File: src/mrwt_pkg.sv
// Package for the Miller-Rabin witness test core: widths, beat layouts,
// sequencer states and the modular double-and-add step. No dependencies.
`default_nettype none

package mrwt_pkg;

   localparam int VALUE_BITS = 15;
   localparam int CNT_BITS   = $clog2(VALUE_BITS);

   // Request beat: base then candidate, padded to whole bytes.
   localparam int REQ_DATA_BITS = ((2 * VALUE_BITS + 7) / 8) * 8;
   // Response beat: probably_prime then bad_candidate, padded to a byte.
   localparam int RSP_DATA_BITS = 8;

   typedef enum logic [3:0] {
      ST_IDLE,
      ST_SPLIT,
      ST_REDUCE,
      ST_POW,
      ST_MUL_ACC,
      ST_MUL_BASE,
      ST_TEST,
      ST_SQUARE,
      ST_CHECK,
      ST_OUT
   } state_type;

   // One step of interleaved modular multiplication: returns (2p + (add ? y : 0)) mod n.
   // Requires p < n and y < n, so each half needs at most one subtraction.
   function automatic logic [VALUE_BITS-1:0] mod_step(
      input logic [VALUE_BITS-1:0] p,
      input logic                  add,
      input logic [VALUE_BITS-1:0] y,
      input logic [VALUE_BITS-1:0] n
   );
      logic [VALUE_BITS:0] t;
      logic [VALUE_BITS:0] u;
      t = {p, 1'b0};
      if (t >= {1'b0, n}) begin
         t = t - {1'b0, n};
      end
      u = t + (add ? {1'b0, y} : {(VALUE_BITS + 1){1'b0}});
      if (u >= {1'b0, n}) begin
         u = u - {1'b0, n};
      end
      return u[VALUE_BITS-1:0];
   endfunction

endpackage

`default_nettype wire

File: src/miller_rabin_witness_test_core.sv
// Miller-Rabin witness test core: one witness round per request beat, using a
// single bit-serial modular multiplier under a small sequencer. Uses mrwt_pkg.
//
// The steps are the candidate-1 split, which drops one trailing zero at a
// time, the base reduction, one or two multiplications per exponent bit and
// each extra squaring. The core takes one item at a time; the next request
// beat is taken once the result has moved to the output register.
// Candidates below 3 go straight to the output state.
// Reset is synchronous, active high, and clears the sequencer and valid flags.
`default_nettype none

module miller_rabin_witness_test_core (
   input  wire logic                              clock,
   input  wire logic                              reset,
   input  wire logic                              req_tvalid,
   output logic                                   req_tready,
   // [14:0] base, [29:15] candidate, upper bits zero
   input  wire logic [mrwt_pkg::REQ_DATA_BITS-1:0] req_tdata,
   output logic                                   rsp_tvalid,
   input  wire logic                              rsp_tready,
   // [0] probably_prime, [1] bad_candidate, upper bits zero
   output logic [mrwt_pkg::RSP_DATA_BITS-1:0]     rsp_tdata
);

   localparam int VB = mrwt_pkg::VALUE_BITS;
   localparam int CB = mrwt_pkg::CNT_BITS;

   mrwt_pkg::state_type state_ff, state_in;

   logic [VB-1:0] base_ff, base_in;   // reduced base, later its running squares
   logic [VB-1:0] n_ff, n_in;
   logic [VB-1:0] nm1_ff, nm1_in;
   logic [VB-1:0] d_ff, d_in;         // remaining exponent bits
   logic [CB-1:0] k_ff, k_in;         // squarings still allowed
   logic [VB-1:0] acc_ff, acc_in;     // x in the round

   // Shared multiplier: mx is scanned from its top bit, my is the multiplicand.
   logic [VB-1:0] mx_ff, mx_in;
   logic [VB-1:0] my_ff, my_in;
   logic [VB-1:0] mp_ff, mp_in;
   logic [CB-1:0] cnt_ff, cnt_in;

   logic          pass_ff, pass_in;
   logic          bad_ff, bad_in;
   logic          rsp_valid_ff, rsp_valid_in;
   logic          rsp_prime_ff, rsp_prime_in;
   logic          rsp_bad_ff, rsp_bad_in;

   logic [VB-1:0] req_base;
   logic [VB-1:0] req_cand;
   logic          req_fire;
   logic [VB-1:0] mp_next;
   logic          mul_last;
   logic          out_free;

   assign req_base = req_tdata[VB-1:0];
   assign req_cand = req_tdata[2*VB-1:VB];
   assign req_fire = req_tvalid && req_tready;
   assign mp_next  = mrwt_pkg::mod_step(mp_ff, mx_ff[VB-1], my_ff, n_ff);
   assign mul_last = (cnt_ff == CB'(VB - 1));
   assign out_free = !rsp_valid_ff || rsp_tready;

   assign req_tready = (state_ff == mrwt_pkg::ST_IDLE);
   assign rsp_tvalid = rsp_valid_ff;
   assign rsp_tdata  = {{(mrwt_pkg::RSP_DATA_BITS - 2){1'b0}}, rsp_bad_ff, rsp_prime_ff};

   // Next state
   always_comb begin
      state_in = state_ff;
      unique case (state_ff)
         mrwt_pkg::ST_IDLE: begin
            if (req_fire) begin
               state_in = (req_cand < VB'(3)) ? mrwt_pkg::ST_OUT : mrwt_pkg::ST_SPLIT;
            end
         end
         mrwt_pkg::ST_SPLIT: begin
            if (d_ff[0]) begin
               state_in = mrwt_pkg::ST_REDUCE;
            end
         end
         mrwt_pkg::ST_REDUCE: begin
            if (mul_last) begin
               state_in = mrwt_pkg::ST_POW;
            end
         end
         mrwt_pkg::ST_POW: begin
            if (d_ff == '0) begin
               state_in = mrwt_pkg::ST_TEST;
            end else if (d_ff[0]) begin
               state_in = mrwt_pkg::ST_MUL_ACC;
            end else begin
               state_in = mrwt_pkg::ST_MUL_BASE;
            end
         end
         mrwt_pkg::ST_MUL_ACC: begin
            if (mul_last) begin
               state_in = mrwt_pkg::ST_MUL_BASE;
            end
         end
         mrwt_pkg::ST_MUL_BASE: begin
            if (mul_last) begin
               state_in = mrwt_pkg::ST_POW;
            end
         end
         mrwt_pkg::ST_TEST: begin
            if (acc_ff == VB'(1) || acc_ff == nm1_ff || k_ff == '0) begin
               state_in = mrwt_pkg::ST_OUT;
            end else begin
               state_in = mrwt_pkg::ST_SQUARE;
            end
         end
         mrwt_pkg::ST_SQUARE: begin
            if (mul_last) begin
               state_in = mrwt_pkg::ST_CHECK;
            end
         end
         mrwt_pkg::ST_CHECK: begin
            if (acc_ff == VB'(1) || acc_ff == nm1_ff || k_ff == '0) begin
               state_in = mrwt_pkg::ST_OUT;
            end else begin
               state_in = mrwt_pkg::ST_SQUARE;
            end
         end
         mrwt_pkg::ST_OUT: begin
            if (out_free) begin
               state_in = mrwt_pkg::ST_IDLE;
            end
         end
         default: state_in = mrwt_pkg::ST_IDLE;
      endcase
   end

   // Datapath and outputs
   always_comb begin
      base_in      = base_ff;
      n_in         = n_ff;
      nm1_in       = nm1_ff;
      d_in         = d_ff;
      k_in         = k_ff;
      acc_in       = acc_ff;
      mx_in        = mx_ff;
      my_in        = my_ff;
      mp_in        = mp_ff;
      cnt_in       = cnt_ff;
      pass_in      = pass_ff;
      bad_in       = bad_ff;
      rsp_valid_in = rsp_valid_ff && !rsp_tready;
      rsp_prime_in = rsp_prime_ff;
      rsp_bad_in   = rsp_bad_ff;

      // Every multiplier state advances the shared unit by one bit.
      if (state_ff == mrwt_pkg::ST_REDUCE || state_ff == mrwt_pkg::ST_MUL_ACC ||
          state_ff == mrwt_pkg::ST_MUL_BASE || state_ff == mrwt_pkg::ST_SQUARE) begin
         mp_in  = mp_next;
         mx_in  = {mx_ff[VB-2:0], 1'b0};
         cnt_in = cnt_ff + CB'(1);
      end

      unique case (state_ff)
         mrwt_pkg::ST_IDLE: begin
            if (req_fire) begin
               base_in = req_base;
               n_in    = req_cand;
               nm1_in  = req_cand - VB'(1);
               d_in    = req_cand - VB'(1);
               k_in    = '0;
               pass_in = 1'b0;
               bad_in  = (req_cand < VB'(3));
            end
         end
         mrwt_pkg::ST_SPLIT: begin
            if (!d_ff[0]) begin
               d_in = {1'b0, d_ff[VB-1:1]};
               k_in = k_ff + CB'(1);
            end else begin
               // Reduce the base by multiplying it by one.
               mx_in  = base_ff;
               my_in  = VB'(1);
               mp_in  = '0;
               cnt_in = '0;
            end
         end
         mrwt_pkg::ST_REDUCE: begin
            if (mul_last) begin
               base_in = mp_next;
               acc_in  = VB'(1);
            end
         end
         mrwt_pkg::ST_POW: begin
            mp_in  = '0;
            cnt_in = '0;
            if (d_ff[0]) begin
               mx_in = acc_ff;
               my_in = base_ff;
            end else begin
               mx_in = base_ff;
               my_in = base_ff;
            end
         end
         mrwt_pkg::ST_MUL_ACC: begin
            if (mul_last) begin
               acc_in = mp_next;
               mx_in  = base_ff;
               my_in  = base_ff;
               mp_in  = '0;
               cnt_in = '0;
            end
         end
         mrwt_pkg::ST_MUL_BASE: begin
            if (mul_last) begin
               base_in = mp_next;
               d_in    = {1'b0, d_ff[VB-1:1]};
            end
         end
         mrwt_pkg::ST_TEST, mrwt_pkg::ST_CHECK: begin
            // Leaving for the result: pass only on candidate-1, or on one
            // when it comes straight from the power.
            if (acc_ff == nm1_ff) begin
               pass_in = 1'b1;
            end else if (acc_ff == VB'(1)) begin
               pass_in = (state_ff == mrwt_pkg::ST_TEST);
            end else if (k_ff == '0) begin
               pass_in = 1'b0;
            end else begin
               mx_in  = acc_ff;
               my_in  = acc_ff;
               mp_in  = '0;
               cnt_in = '0;
            end
         end
         mrwt_pkg::ST_SQUARE: begin
            if (mul_last) begin
               acc_in = mp_next;
               k_in   = k_ff - CB'(1);
            end
         end
         mrwt_pkg::ST_OUT: begin
            if (out_free) begin
               rsp_valid_in = 1'b1;
               rsp_prime_in = pass_ff && !bad_ff;
               rsp_bad_in   = bad_ff;
            end
         end
         default: begin
         end
      endcase
   end

   always_ff @(posedge clock) begin
      if (reset) begin
         state_ff     <= mrwt_pkg::ST_IDLE;
         rsp_valid_ff <= 1'b0;
      end else begin
         state_ff     <= state_in;
         rsp_valid_ff <= rsp_valid_in;
      end
   end

   always_ff @(posedge clock) begin
      base_ff      <= base_in;
      n_ff         <= n_in;
      nm1_ff       <= nm1_in;
      d_ff         <= d_in;
      k_ff         <= k_in;
      acc_ff       <= acc_in;
      mx_ff        <= mx_in;
      my_ff        <= my_in;
      mp_ff        <= mp_in;
      cnt_ff       <= cnt_in;
      pass_ff      <= pass_in;
      bad_ff       <= bad_in;
      rsp_prime_ff <= rsp_prime_in;
      rsp_bad_ff   <= rsp_bad_in;
   end

endmodule

`default_nettype wire

File: config.mk
export PLATFORM = sky130hd
export DESIGN_NAME = miller_rabin_witness_test_core
export DESIGN_NICKNAME = d
export VERILOG_FILES = /design/src/mrwt_pkg.sv /design/src/miller_rabin_witness_test_core.sv
export SDC_FILE = /design/constraint.sdc
export NUM_CORES = 1
export LEC_CHECK = 0
export BUFFER_PORTS_ARGS = -buffer_cell sky130_fd_sc_hd__buf_2
export CORE_UTILIZATION = 40
export DETAILED_ROUTE_END_ITERATION = 16
export GPL_TIMING_DRIVEN = 0
export HOLD_SLACK_MARGIN = 0.05
export PLACE_DENSITY = 0.62
export SLEW_MARGIN = 40
export SYNTH_ARGS = -nofsm -noshare
export SYNTH_HDL_FRONTEND = slang
export SYNTH_SLANG_ARGS = --single-unit
File: constraint.sdc
create_clock -name clock -period 7.5 [get_ports clock]
set_clock_uncertainty 0.05 [all_clocks]
set_input_delay 1.125 -clock clock [delete_from_list [all_inputs] [get_ports clock]]
set_output_delay 1.125 -clock clock [all_outputs]
set_load 0.02 [all_outputs]
# --- After elaboration in Yosys (flattened, before gate mapping) ---
# Index checks and enable logic that the tools add are counted.
op_classes:
  addsub: 7
  mul: 0
  n_div: 0
  n_lt_le_gt_ge: 3
  n_eq_ne: 26
  shift: 0
  mux: 62
  n_bitwise: 0
  reduce_logical: 34
op_table:
  columns: ["op", "count"]
  rows:
  - ["15-bit 2-to-1 mux", 26]
  - ["15-bit one-hot mux with 4 select lines", 3]
  - ["4-bit 2-to-1 mux", 17]
  - ["15-bit one-hot mux with 2 select lines", 2]
  - ["15-bit one-hot mux with 3 select lines", 1]
  - ["16-bit by 15-bit >= comparator with 1-bit output", 2]
  - ["4-bit one-hot mux with 8 select lines", 1]
  - ["2-bit != test (second input constant)", 10]
  - ["16-bit by 15-bit adder with 16-bit output", 1]
  - ["4-bit by 3-bit equality test with 1-bit output (second input constant)", 4]
  - ["16-bit 2-to-1 mux", 1]
  - ["4-bit one-hot mux with 4 select lines", 1]
  - ["16-bit by 15-bit subtractor with 16-bit output", 1]
  - ["15-bit by 1-bit equality test with 1-bit output (second input constant)", 1]
  - ["15-bit equality test", 1]
  - ["15-bit logical NOT", 1]
  - ["15-bit by 2-bit < comparator with 1-bit output (second input constant)", 1]
  - ["15-bit by 1-bit subtractor with 15-bit output (second input constant)", 1]
  - ["15-bit subtractor", 1]
  - ["4-bit equality test (second input constant)", 3]
  - ["4-bit one-hot mux with 3 select lines", 1]
  - ["3-bit AND reduction", 4]
  - ["6-bit AND reduction", 2]
  - ["4-bit by 1-bit adder with 4-bit output (second input constant)", 2]
  - ["18 further kinds", 44]
word_totals:
  reg_bits: 137
  latchBits: 0
  ram_bits: 0
  rom_bits: 0
  input_bits: 36
  out_inout_bits: 10
  word_cells: 149
  mem_count: 0

# --- Logic depth before layout (Yosys ltp) ---
# Gate-level depths: netlist of the first run.
logic_depth:
  ltp_word: 10
  depth_mapped: 27

# --- Worst setup path after synthesis of the first run ---
# Ideal clock, no wire load.
synth_path:
  path_type: "reg2reg"
  start: "reg n_ff[0]"
  end: "reg base_ff[10], data pin"
  setup_time_ns: 0.266
  t_arrival_ns: 5.433
  t_required_ns: 7.184
  slack_ns: 1.751
  path_stages_with_launch: 26
  path_buffers: 3
  period_less_slack_ns: 5.749
  cell_sequence: "edfxtp_1 inv_1 fa_1 a21oi_1 o22ai_1 a31o_1 o21a_1 buf_6 clkbuf_1 mux2_2 ha_1 a21o_1 a21o_1 a221oi_1 o21ai_0 a21oi_1 xnor2_1 ha_1 a21o_1 a21oi_1 nor4b_1 a22o_1 o211ai_2 buf_6 mux2i_1 o21ai_1"
synth_via:
  elab_chain_cells: 7
synth_rtl:
  columns: ["element", "line_no", "text"]
  rows:
  - ["start, declared", "miller_rabin_witness_test_core.sv:31", "logic [VB-1:0] n_ff, n_in;"]
  - ["start signal, assigned", "miller_rabin_witness_test_core.sv:261", "n_ff <= n_in;"]
  - ["16-bit by 15-bit subtractor with 16-bit output / 16-bit by 15-bit >= comparator with 1-bit output (equally long branches)", "mrwt_pkg.sv:40, mrwt_pkg.sv:39", null]
  - ["16-bit 2-to-1 mux", "mrwt_pkg.sv:39", "if (t >= {1'b0, n}) begin"]
  - ["16-bit by 15-bit adder with 16-bit output", "mrwt_pkg.sv:42", "u = t + (add ? {1'b0, y} : {(VALUE_BITS + 1){1'b0}});"]
  - ["15-bit subtractor / 16-bit by 15-bit >= comparator with 1-bit output (equally long branches)", "mrwt_pkg.sv:44, mrwt_pkg.sv:43", null]
  - ["15-bit 2-to-1 mux *", "mrwt_pkg.sv:43", "if (u >= {1'b0, n}) begin"]
  - ["15-bit 2-to-1 mux *", "miller_rabin_witness_test_core.sv:184, miller_rabin_witness_test_core.sv:210", null]
  - ["15-bit one-hot mux with 2 select lines *", "miller_rabin_witness_test_core.sv:159", "unique case (state_ff)"]
  - ["named net base_in[10]", "miller_rabin_witness_test_core.sv:30", "logic [VB-1:0] base_ff, base_in;"]
  - ["end signal, assigned", "miller_rabin_witness_test_core.sv:260", "base_ff <= base_in;"]
  - ["end, declared", "miller_rabin_witness_test_core.sv:30", null]
# Mark *: on every way through the listed nets, which the timed path passes. The rest lies on a longest branch. The select of a mux whose other input is x is not followed.
# A chain may end at the register's enable or synchronous reset.

# --- Worst setup path after layout of the first run ---
layout_path:
  start: "reg n_ff[0]"
  end: "reg base_ff[3], data pin"
# The elaborated chain is that of the path after synthesis.

==> results of run 1 <==
[layout make-up]
| cell class | instances | area [µm²] |
|---|---|---|
| clock buffer | 17 | 425.4 |
| tap | 280 | 350.3 |
| multi-input combinational | 693 | 4810 |
| fill | 2100 | 11790 |
| buffer | 38 | 191.4 |
| sequential | 137 | 3724 |
| clock inverter | 15 | 131.4 |
| inverter | 55 | 206.4 |
| timing repair buffer | 39 | 200.2 |
[per-stage QoR]
step	setup slack [ns]	instance area, µm²	utilization	instances
floorplan	1.751	8906	-	924
detailed placement	0.5955	9479	0.4344	1243
global route	0.2690	10040	0.4600	1274
CTS	0.5490	10040	0.4599	1275
global placement	0.5918	9442	0.4326	1241
finish	0.7945	10040	0.4600	1274
[kinds of logic (layout without fill, tap and decap cells)]
| group | after synthesis | in the layout | share of synthesized area |
|---|---|---|---|
| simple gates | 284 | 284 | 0.1526 |
| other cells | 1 | 6 | 0.0004220 |
| buf+inv | 94 | 164 | 0.04505 |
| xor+xnor | 68 | 68 | 0.06701 |
| flops | 137 | 137 | 0.4190 |
| mux | 39 | 39 | 0.04576 |
| fa+ha+maj | 55 | 55 | 0.08081 |
| compound gates | 241 | 241 | 0.1894 |
[worst min-delay path, stage by stage, from the launching register on]
cell and delay [ns]:
edfxtp_1 0.35, nand2_1 0.05, o221ai_1 0.06
[metal layers]
metal / global-route usage / vias to the layer above
li1: - / 3509
met1: 0.3215 / 3426
met2: 0.3369 / 270
met3: 0.03253 / 38
met4: 0.07800 / 0
met5: 0 / -
[worst min path at each step]
stage / cells past startpoint / to / slack [ns]
after detailed placement: 2 / mx_ff[5] / 0.43
final: 2 / mx_ff[0] / 0.44
after global routing: 2 / mx_ff[0] / 0.46
after CTS: 2 / mx_ff[5] / 0.45
after global placement: 2 / mx_ff[0] / 0.42
after floorplan: 0 / rsp_bad_ff / 0.38
[Yosys cell counts, types with 3 or more instances]
| cell | instances |
|---|---|
| a211oi_1 | 19 |
| a21o_1 | 17 |
| a21oi_1 | 65 |
| a22o_1 | 16 |
| a31oi_1 | 8 |
| a32oi_1 | 3 |
| and2_1 | 17 |
| and3_1 | 7 |
| buf_4 | 8 |
| clkbuf_1 | 25 |
| dfxtp_1 | 39 |
| edfxtp_1 | 98 |
| fa_1 | 4 |
| ha_1 | 51 |
| inv_1 | 54 |
| mux2_2 | 13 |
| mux2i_1 | 26 |
| nand2_1 | 63 |
| nand2b_1 | 6 |
| nand3_1 | 12 |
| nand3b_1 | 5 |
| nand4_1 | 10 |
| nor2_1 | 104 |
| nor2b_1 | 10 |
| nor3_1 | 16 |
| nor4_1 | 9 |
| o2111ai_1 | 5 |
| o211ai_1 | 9 |
| o21a_1 | 12 |
| o21ai_0 | 21 |
| o21ai_1 | 10 |
| o21bai_1 | 4 |
| o221ai_1 | 18 |
| o31a_1 | 3 |
| or2_2 | 7 |
| or3_1 | 9 |
| xnor2_1 | 42 |
| xor2_1 | 26 |
[state kept, by name, summed over array words and instances (netlist names)]
| register | count |
|---|---|
| d_ff | 15 |
| base_ff | 15 |
| mp_ff | 15 |
| bad_ff | 1 |
| acc_ff | 15 |
| pass_ff | 1 |
| rsp_prime_ff | 1 |
| k_ff | 4 |
| rsp_tvalid | 1 |
| nm1_ff | 15 |
| my_ff | 15 |
| cnt_ff | 4 |
| mx_ff | 15 |
| n_ff | 15 |
| state_ff | 4 |
| rsp_bad_ff | 1 |
==> summary.md, run 1 <==
| Metric | Value |
|---|---|
| Outcome | `completed` |
| WL met2 | `10910 µm` |
| Antenna viol nets, final | `0` |
| Nets | `1072` |
| Per-cell routed wire length | `19.06 µm` |
| Post-CTS Hold Buffers | `0` |
| Synthesized instance count | `919` |
| Worst Path Required | `7.61 ns` |
| Synth Register Bits | `137` |
| Final Hold Viols | `0` |
| Reg2Reg Setup Slack | `0.79 ns` |
| Post-CTS Resized | `0` |
| Die Span Y | `151.1 µm` |
| Drt pass-1 iters | `6` |
| Worst EP arrival | `6.81 ns` |
| Asr flop ratio synth | `0` |
| Most used DFF post-synth | `edfxtp_1` |
| I/O pin count | `46` |
| Hold_sp | `base_ff[0]` |
| Cell at the slowest stage of the critical path | `fa_1` |
| Total gr overflow | `0` |
| # port buffers | `37` |
| FMAX | `149.1 MHz` |
| Finish-stage setup viols | `0` |
| RSZ-0062 raised after global routing | `false` |
| Max_cap viols | `0` |
| Cell Area, Synth | `8887 µm²` |
| Initial antenna violation count | `0` |
| Startpoint types | `register` |
| Crit path kind | `reg -> reg` |
| YS warnings | `0` |
| HP Class | `reg -> reg` |
| Cell mode on critical path | `a21oi_1` |
| FF-to-FF path depth | `24` |
| Worst Max-Slew Pin Slew | `0.8814 ns` |
| Tmin final | `6.706 ns` |
| Ant diodes | `0` |
| Syn_area_per_cell | `9.671 µm²` |
| Initial Utilization | `0.4072` |
| Critical Path End Type | `register` |
| WHS | `0.4423 ns` |
| Via density | `5.685` |
| Row count | `54` |
| GRT Total Usage | `0.2225` |
| Root Buffer | `clkbuf_16` |
| Initial DRC count | `657` |
| Vias in the first global route | `6735` |
| Share of layout cells above drive strength 1 | `0.1217` |
| Placed wire-length estimate | `19140 µm` |
| Number of flops mapped to enable cells by yosys | `98` |
| Full die area | `22820 µm²` |
| Met1 wire length | `11160 µm` |
| First-pass GRT wire length | `37610 µm` |
| Post-CTS setup buffer count | `0` |
| Critical-path cell list | `inv_1 -> fa_1 -> a21oi_1 -> o22ai_1 -> a31o_1 -> o21a_1 -> buf_6 -> mux2_2 -> ha_1 -> a211oi_1 -> o211ai_1 -> a221oi_2 -> o21ai_0 -> a21oi_1 -> xnor2_1 -> ha_1 -> a21o_1 -> a21oi_1 -> nor4b_1 -> a22o_1 -> o211ai_2 -> buf_6 -> mux2i_1 -> o21ai_1` |
| Yosys top cell area share | `0.3311` |
| Commonest non-fill, non-tap cell in the layout | `nor2_1` |
| RR Startpoint | `n_ff[0]` |
| CP endpoint | `base_ff[3]` |
| CTS buffer count | `17` |
| Worst path buffer plus inverter count | `3` |
| Largest net degree at the start of global routing | `33` |
| Worst skew pair latency | `0.43 ns` |
| Htree depth | `4` |
| Largest stage delay on the critical path | `0.47 ns` |
| Met3 wire len | `1672 µm` |
| Die Width | `151.1 µm` |
| Distinct cells, synth | `75` |
| Final wirelength | `24280 µm` |
| DR vias | `7243` |
| CTS tree | `done` |
| Synth area leaders | `edfxtp_1, dfxtp_1, ha_1` |
| CP top delay family | `compound AO/OA/AOI/OAI gates` |
| Tcrit/Tclk final | `0.8941` |
| Longest Clk Path Bufs | `2` |
| Uppermost layer routed | `met4` |
| Highest-count cells in the layout ignoring fill and taps | `nor2_1, edfxtp_1, a21oi_1, nand2_1, inv_1` |
| CP max FO | `18` |
| Synth area leader | `edfxtp_1` |
| GP Congestion | `0.9006` |
| Setup tns final | `0 ns` |
| Worst-path clk slew | `0.07 ns` |
| Relative slew margins | `0.4103` |
| Synthesis-to-layout area growth | `12.95%` |
| Max-slew violation count | `0` |
| Critical Path Stages | `24` |
| Sequential area share after synthesis | `0.4190` |
| CTS sink cnt | `137` |
| Total core area | `21820 µm²` |
| Worst reg2reg path endpoint | `base_ff[3]` |
| CP startpoint | `n_ff[0]` |
| Number of remaining DRC errors | `0` |
Power of run 1 is not shown: default switching activity piles up to over one toggle a cycle in this logic, so the estimate is an artifact.
==> run 2: changes to the inputs <==
==> constraint.sdc (replaced) <==
create_clock -name clock -period 7.5 [get_ports clock]
set_clock_uncertainty 0.05 [all_clocks]
set_input_delay 0 -clock clock [delete_from_list [all_inputs] [get_ports clock]]
set_output_delay 0 -clock clock [all_outputs]
set_load 0.02 [all_outputs]
==> summary.md, run 2 (synthesis results as in run 1) <==
| Metric | Value |
|---|---|
| Critical Path End Type | `register` |
| Largest net degree at the start of global routing | `33 (unchanged)` |
| Worst skew pair latency | `0.43 ns (about the same)` |
| Per-cell routed wire length | `18.74 µm (-1.6%)` |
| DR vias | `7303 (+0.83%)` |
| Drt pass-1 iters | `5 (-1)` |
| Tcrit/Tclk final | `0.8966 (+0.002573)` |
| Max_cap viols | `0 (unchanged)` |
| Nets | `1105 (+3.1%)` |
| Initial Utilization | `0.4072 (unchanged)` |
| Max-slew violation count | `0 (unchanged)` |
| Fillcell total | `2073 (-1.3%)` |
| Via density | `5.588 (-1.7%)` |
| Setup tns final | `0 ns (unchanged)` |
| RSZ-0062 raised after global routing | `false` |
| Relative slew margins | `0.3829 (-0.02736)` |
| Worst Max-Slew Pin Slew | `0.9223 ns (+0.04089 ns)` |
| # port buffers | `37 (unchanged)` |
| Ant diodes | `0 (unchanged)` |
| Die Width | `151.1 µm (unchanged)` |
| Die Span Y | `151.1 µm (unchanged)` |
| Row count | `54 (unchanged)` |
| CTS sink cnt | `137 (unchanged)` |
| Total core area | `21820 µm² (unchanged)` |
| CTS buffer count | `17 (unchanged)` |
| Full die area | `22820 µm² (unchanged)` |
| Cell mode on critical path | `a21oi_1` |
| Root Buffer | `clkbuf_16` |
| Outcome | `completed` |
| Total gr overflow | `0 (unchanged)` |
| WHS Path Cells | `3 (+1)` |
| Highest-count cells in the layout ignoring fill and taps | `nor2_1, edfxtp_1, a21oi_1, nand2_1, inv_1` |
| First-pass GRT wire length | `37940 µm (+0.86%)` |
| Worst path buffer plus inverter count | `3 (unchanged)` |
| Antenna viol nets, final | `0 (unchanged)` |
| Tmin final | `6.725 ns (+0.01929 ns)` |
| Longest Clk Path Bufs | `2 (unchanged)` |
| Final Hold Viols | `0 (unchanged)` |
| Cell at the slowest stage of the critical path | `fa_1` |
| Finish-stage setup viols | `0 (unchanged)` |
| GP Congestion | `0.9006 (unchanged)` |
| Worst EP arrival | `6.84 ns (+0.03 ns)` |
| CP top delay family | `compound AO/OA/AOI/OAI gates` |
| Initial antenna violation count | `0 (unchanged)` |
| Finished Core Util | `0.4751 (+0.01514)` |
| Initial DRC count | `591 (-10%)` |
| Critical Path Stages | `24 (unchanged)` |
| Worst-path clk slew | `0.07 ns (about the same)` |
| Commonest non-fill, non-tap cell in the layout | `nor2_1` |
| CTS tree | `done` |
| FF-to-FF path depth | `24 (unchanged)` |
| Htree depth | `4 (unchanged)` |
| Worst Path Required | `7.61 ns (about the same)` |
| Largest stage delay on the critical path | `0.47 ns (about the same)` |
| HP Class | `in -> reg` |
| Critical-path cell list | `inv_1 -> fa_1 -> a21oi_1 -> o22ai_1 -> a31o_1 -> o21a_1 -> buf_6 -> mux2_2 -> ha_1 -> a211oi_1 -> o211ai_1 -> a221oi_2 -> o21ai_0 -> a21oi_1 -> xnor2_1 -> ha_1 -> a21o_1 -> a21oi_1 -> nor4b_1 -> a22o_1 -> o211ai_2 -> buf_6 -> mux2i_1 -> o21ai_1` |
| Placed wire-length estimate | `19140 µm (unchanged)` |
| FMAX | `148.7 MHz (-0.29%)` |
| I/O pin count | `46 (unchanged)` |
| CP max FO | `18 (unchanged)` |
| Share of layout cells above drive strength 1 | `0.1178 (-0.003911)` |
| Final wirelength | `24500 µm (+0.90%)` |
| Post-CTS setup buffer count | `0 (unchanged)` |
| Synthesis-to-layout area growth | `16.67%` |
| Number of remaining DRC errors | `0 (unchanged)` |
| Reg area | `3724 µm² (unchanged)` |
| GRT Total Usage | `0.2243 (+0.001757)` |
| Crit path kind | `reg -> reg` |
| Footprint of the multi-input gates | `4810 µm² (unchanged)` |
| Vias in the first global route | `6842 (+1.6%)` |
| Startpoint types | `register` |
[run 2: stage by stage]
stage          cell area [µm²]  hold slack [ns]  worst slack [ns]  cells
2_1_floorplan             8906          0.01907             1.751    924
3_3_place_gp              9442           0.1748            0.5918   1241
3_5_place_dp              9479           0.1811            0.5955   1243
4_1_cts                  10370           0.1137            0.5490   1308
5_1_grt                  10370           0.1627            0.2690   1307
6_report                 10370           0.1297            0.7752   1307
[run 2: final cells by class]
class / instances / share of cell area
multi-input combinational: 693 / 0.4639
sequential: 137 / 0.3591
timing repair buffer: 72 / 0.05116
clock buffer: 17 / 0.04103
tap: 280 / 0.03379
inverter: 55 / 0.01991
buffer: 38 / 0.01846
clock inverter: 15 / 0.01267
[run 2: worst min-delay path, cell delays in order]
cell	delay [ns]
buf_2	0.12
nor2_1	0.17
a211oi_1	0.14
[run 2: routing by layer]
metal  vias to the layer above  global-route usage  routed length [µm]
li1                       3573                   -                   -
met1                      3483              0.3207               11470
met2                       215              0.3440               11140
met3                        32             0.03253                1349
met4                         0             0.07800                 531
met5                         -                   0                   0
[run 2: timing repair]
item,in CTS,in global routing
hold endpoints to repair,54,0
resized for setup,0,1
endpoints found under the setup margin,0,26
hold buffers,33,0
[run 2: path summary, 6_finish.rpt]
path	start	end	slack (ns)
hold reg to reg	base_ff[0]	mx_ff[0]	0.44
hold / removal	req_tvalid	k_ff[1]	0.13
setup / recovery	n_ff[0]	base_ff[9]	0.78
setup reg to reg	n_ff[0]	base_ff[9]	0.78
Power of run 2 is left out for the same reason.
==> run 3: changes to the inputs <==
--- a/config.mk
+++ b/config.mk
@@ -6,6 +6,7 @@
 export NUM_CORES = 1
 export LEC_CHECK = 0
 export BUFFER_PORTS_ARGS = -buffer_cell sky130_fd_sc_hd__buf_2
+export CORE_ASPECT_RATIO = 0.75
 export CORE_UTILIZATION = 40
 export DETAILED_ROUTE_END_ITERATION = 16
 export GPL_TIMING_DRIVEN = 0
==> summary.md, run 3 (synthesis results as in run 1) <==
| Metric | Value |
|---|---|
| Placed wire-length estimate | `19890 µm (+3.9%)` |
| Die Width | `174.1 µm (+15%)` |
| Placed Cells | `1252 (+0.72%)` |
| Worst-path clk slew | `0.07 ns (about the same)` |
| I/O pin count | `46 (unchanged)` |
| Highest-count cells in the layout ignoring fill and taps | `nor2_1, edfxtp_1, nand2_1, a21oi_1, inv_1` |
| Fillcell total | `2035 (-1.8%)` |
| CP max FO | `10 (-8)` |
| Post-Layout Cell Count | `1316 (+0.69%)` |
| Final Hold Viols | `0 (unchanged)` |
| Relative slew margins | `0.4478 (+0.06487)` |
| Nets | `1106 (+0.090%)` |
| Initial antenna violation count | `0 (unchanged)` |
| Largest net degree at the start of global routing | `33 (unchanged)` |
| CTS tree | `done` |
| Total gr overflow | `0 (unchanged)` |
| Tcrit/Tclk final | `0.9467 (+0.05001)` |
| Total core area | `21470 µm² (-1.6%)` |
| Longest Clk Path Bufs | `2 (unchanged)` |
| Post-CTS setup buffer count | `0 (unchanged)` |
| Initial DRC count | `724 (+23%)` |
| Worst path buffer plus inverter count | `4 (+1)` |
| GP Congestion | `0.8912 (-1.0%)` |
| Critical Path End Type | `register` |
| Via density | `5.645 (+1.0%)` |
| Htree depth | `4 (unchanged)` |
| HP Class | `in -> reg` |
| Cell mode on critical path | `a21oi_1` |
| CTS buffer count | `17 (unchanged)` |
| Share of layout cells above drive strength 1 | `0.1274 (+0.009613)` |
| Final setup margin | `0.4001 ns (-0.3750 ns)` |
| Worst Max-Slew Pin Slew | `0.8220 ns (-0.1002 ns)` |
| Final wirelength | `25690 µm (+4.9%)` |
| First-pass GRT wire length | `39320 µm (+3.6%)` |
| Ant diodes | `0 (unchanged)` |
| Number of remaining DRC errors | `0 (unchanged)` |
| Max_cap viols | `0 (unchanged)` |
| Cell at the slowest stage of the critical path | `fa_1` |
| Max-slew violation count | `0 (unchanged)` |
| Row count | `46 (-15%)` |
| Full die area | `22820 µm² (about the same)` |
| Dpl ws | `0.1895 ns (-0.4060 ns)` |
| Commonest non-fill, non-tap cell in the layout | `nor2_1` |
| Root Buffer | `clkbuf_16` |
| Largest stage delay on the critical path | `0.47 ns (about the same)` |
| DR vias | `7429 (+1.7%)` |
| RSZ-0062 raised after global routing | `false` |
| Worst EP arrival | `7.21 ns (+0.37 ns)` |
| Per-cell routed wire length | `19.52 µm (+4.2%)` |
| Vias in the first global route | `6799 (-0.63%)` |
| Synthesis-to-layout area growth | `18.12%` |
| Antenna viol nets, final | `0 (unchanged)` |
| CP top delay family | `compound AO/OA/AOI/OAI gates` |
| Worst skew pair latency | `0.43 ns (about the same)` |
| Drt pass-1 iters | `5 (unchanged)` |
| Startpoint types | `register` |
| Setup tns final | `0 ns (unchanged)` |
| FMAX | `140.8 MHz (-5.3%)` |
| Crit path kind | `reg -> reg` |
| Die Span Y | `131.1 µm (-13%)` |
| Initial Utilization | `0.4140 (+0.006741)` |
| Tmin final | `7.100 ns (+0.3750 ns)` |
| Outcome | `completed` |
| Finish-stage setup viols | `0 (unchanged)` |
| Worst Path Required | `7.61 ns (about the same)` |
| GRT Total Usage | `0.2316 (+0.007319)` |
| # port buffers | `37 (unchanged)` |
| CTS sink cnt | `137 (unchanged)` |
-- run 3: final timing paths --
check | startpoint | end | slack [ns] | cells past startpoint
hold / removal | req_tvalid | pass_ff | 0.09 | 4
hold reg to reg | bad_ff | rsp_bad_ff | 0.41 | 0
setup / recovery | n_ff[0] | base_ff[6] | 0.40 | 26
setup reg to reg | n_ff[0] | base_ff[6] | 0.40 | 26
-- run 3: routing by layer --
layer / wire (µm) / track usage / vias to the layer above / share of wire
li1: - / - / 3576 / -
met1: 12720 / 0.3557 / 3529 / 0.50
met4: 388 / 0.06089 / 0 / 0.015
met2: 10100 / 0.3111 / 297 / 0.39
met5: 0 / 0 / - / 0
met3: 2488 / 0.06459 / 27 / 0.097
-- run 3: final cells by class --
| type | count | area, µm² | share of cell area |
|---|---|---|---|
| inverters | 55 | 206.4 | 0.01967 |
| well taps | 288 | 360.3 | 0.03433 |
| repair buffers | 72 | 543.0 | 0.05173 |
| clock buffers | 18 | 429.2 | 0.04088 |
| clock inverters | 14 | 186.4 | 0.01776 |
| flip-flops and latches | 137 | 3724 | 0.3547 |
| plain buffers | 39 | 196.4 | 0.01871 |
| multi-input cells | 693 | 4852 | 0.4622 |
-- run 3: per-stage QoR --
stage	util	hold slack, ns	cell area (µm²)
2_1_floorplan	-	0.01907	8906
5_1_grt	0.4890	0.1210	10500
4_1_cts	0.4867	0.07380	10450
3_3_place_gp	0.4403	0.1861	9452
6_report	0.4890	0.08645	10500
3_5_place_dp	0.4431	0.1828	9512
-- run 3: worst reg2reg max path, cell delays in order, from the launching register on --
cell and delay (ns):
edfxtp_1 0.40, inv_1 0.10, fa_1 0.47, a21oi_1 0.34, o22ai_1 0.19, a31o_1 0.35
o21a_1 0.23, buf_6 0.15, clkbuf_2 0.27, nor2_1 0.15, a21oi_1 0.06, ha_1 0.26
a211oi_1 0.39, o211ai_1 0.32, a221oi_2 0.36, o21ai_0 0.12, a21oi_1 0.21, xnor2_1 0.23
ha_1 0.35, a21o_1 0.21, a21oi_1 0.18, nor4b_1 0.25, a22o_1 0.27, o211ai_2 0.19
buf_6 0.23, mux2i_1 0.42, o21ai_1 0.10
-- run 3: timing repair --
action	in CTS	in global routing
hold endpoints to repair	52	0
gates resized for setup	0	12
hold buffers	32	0
endpoints found under the setup margin	0	38
Power of run 3 is left out for the same reason.
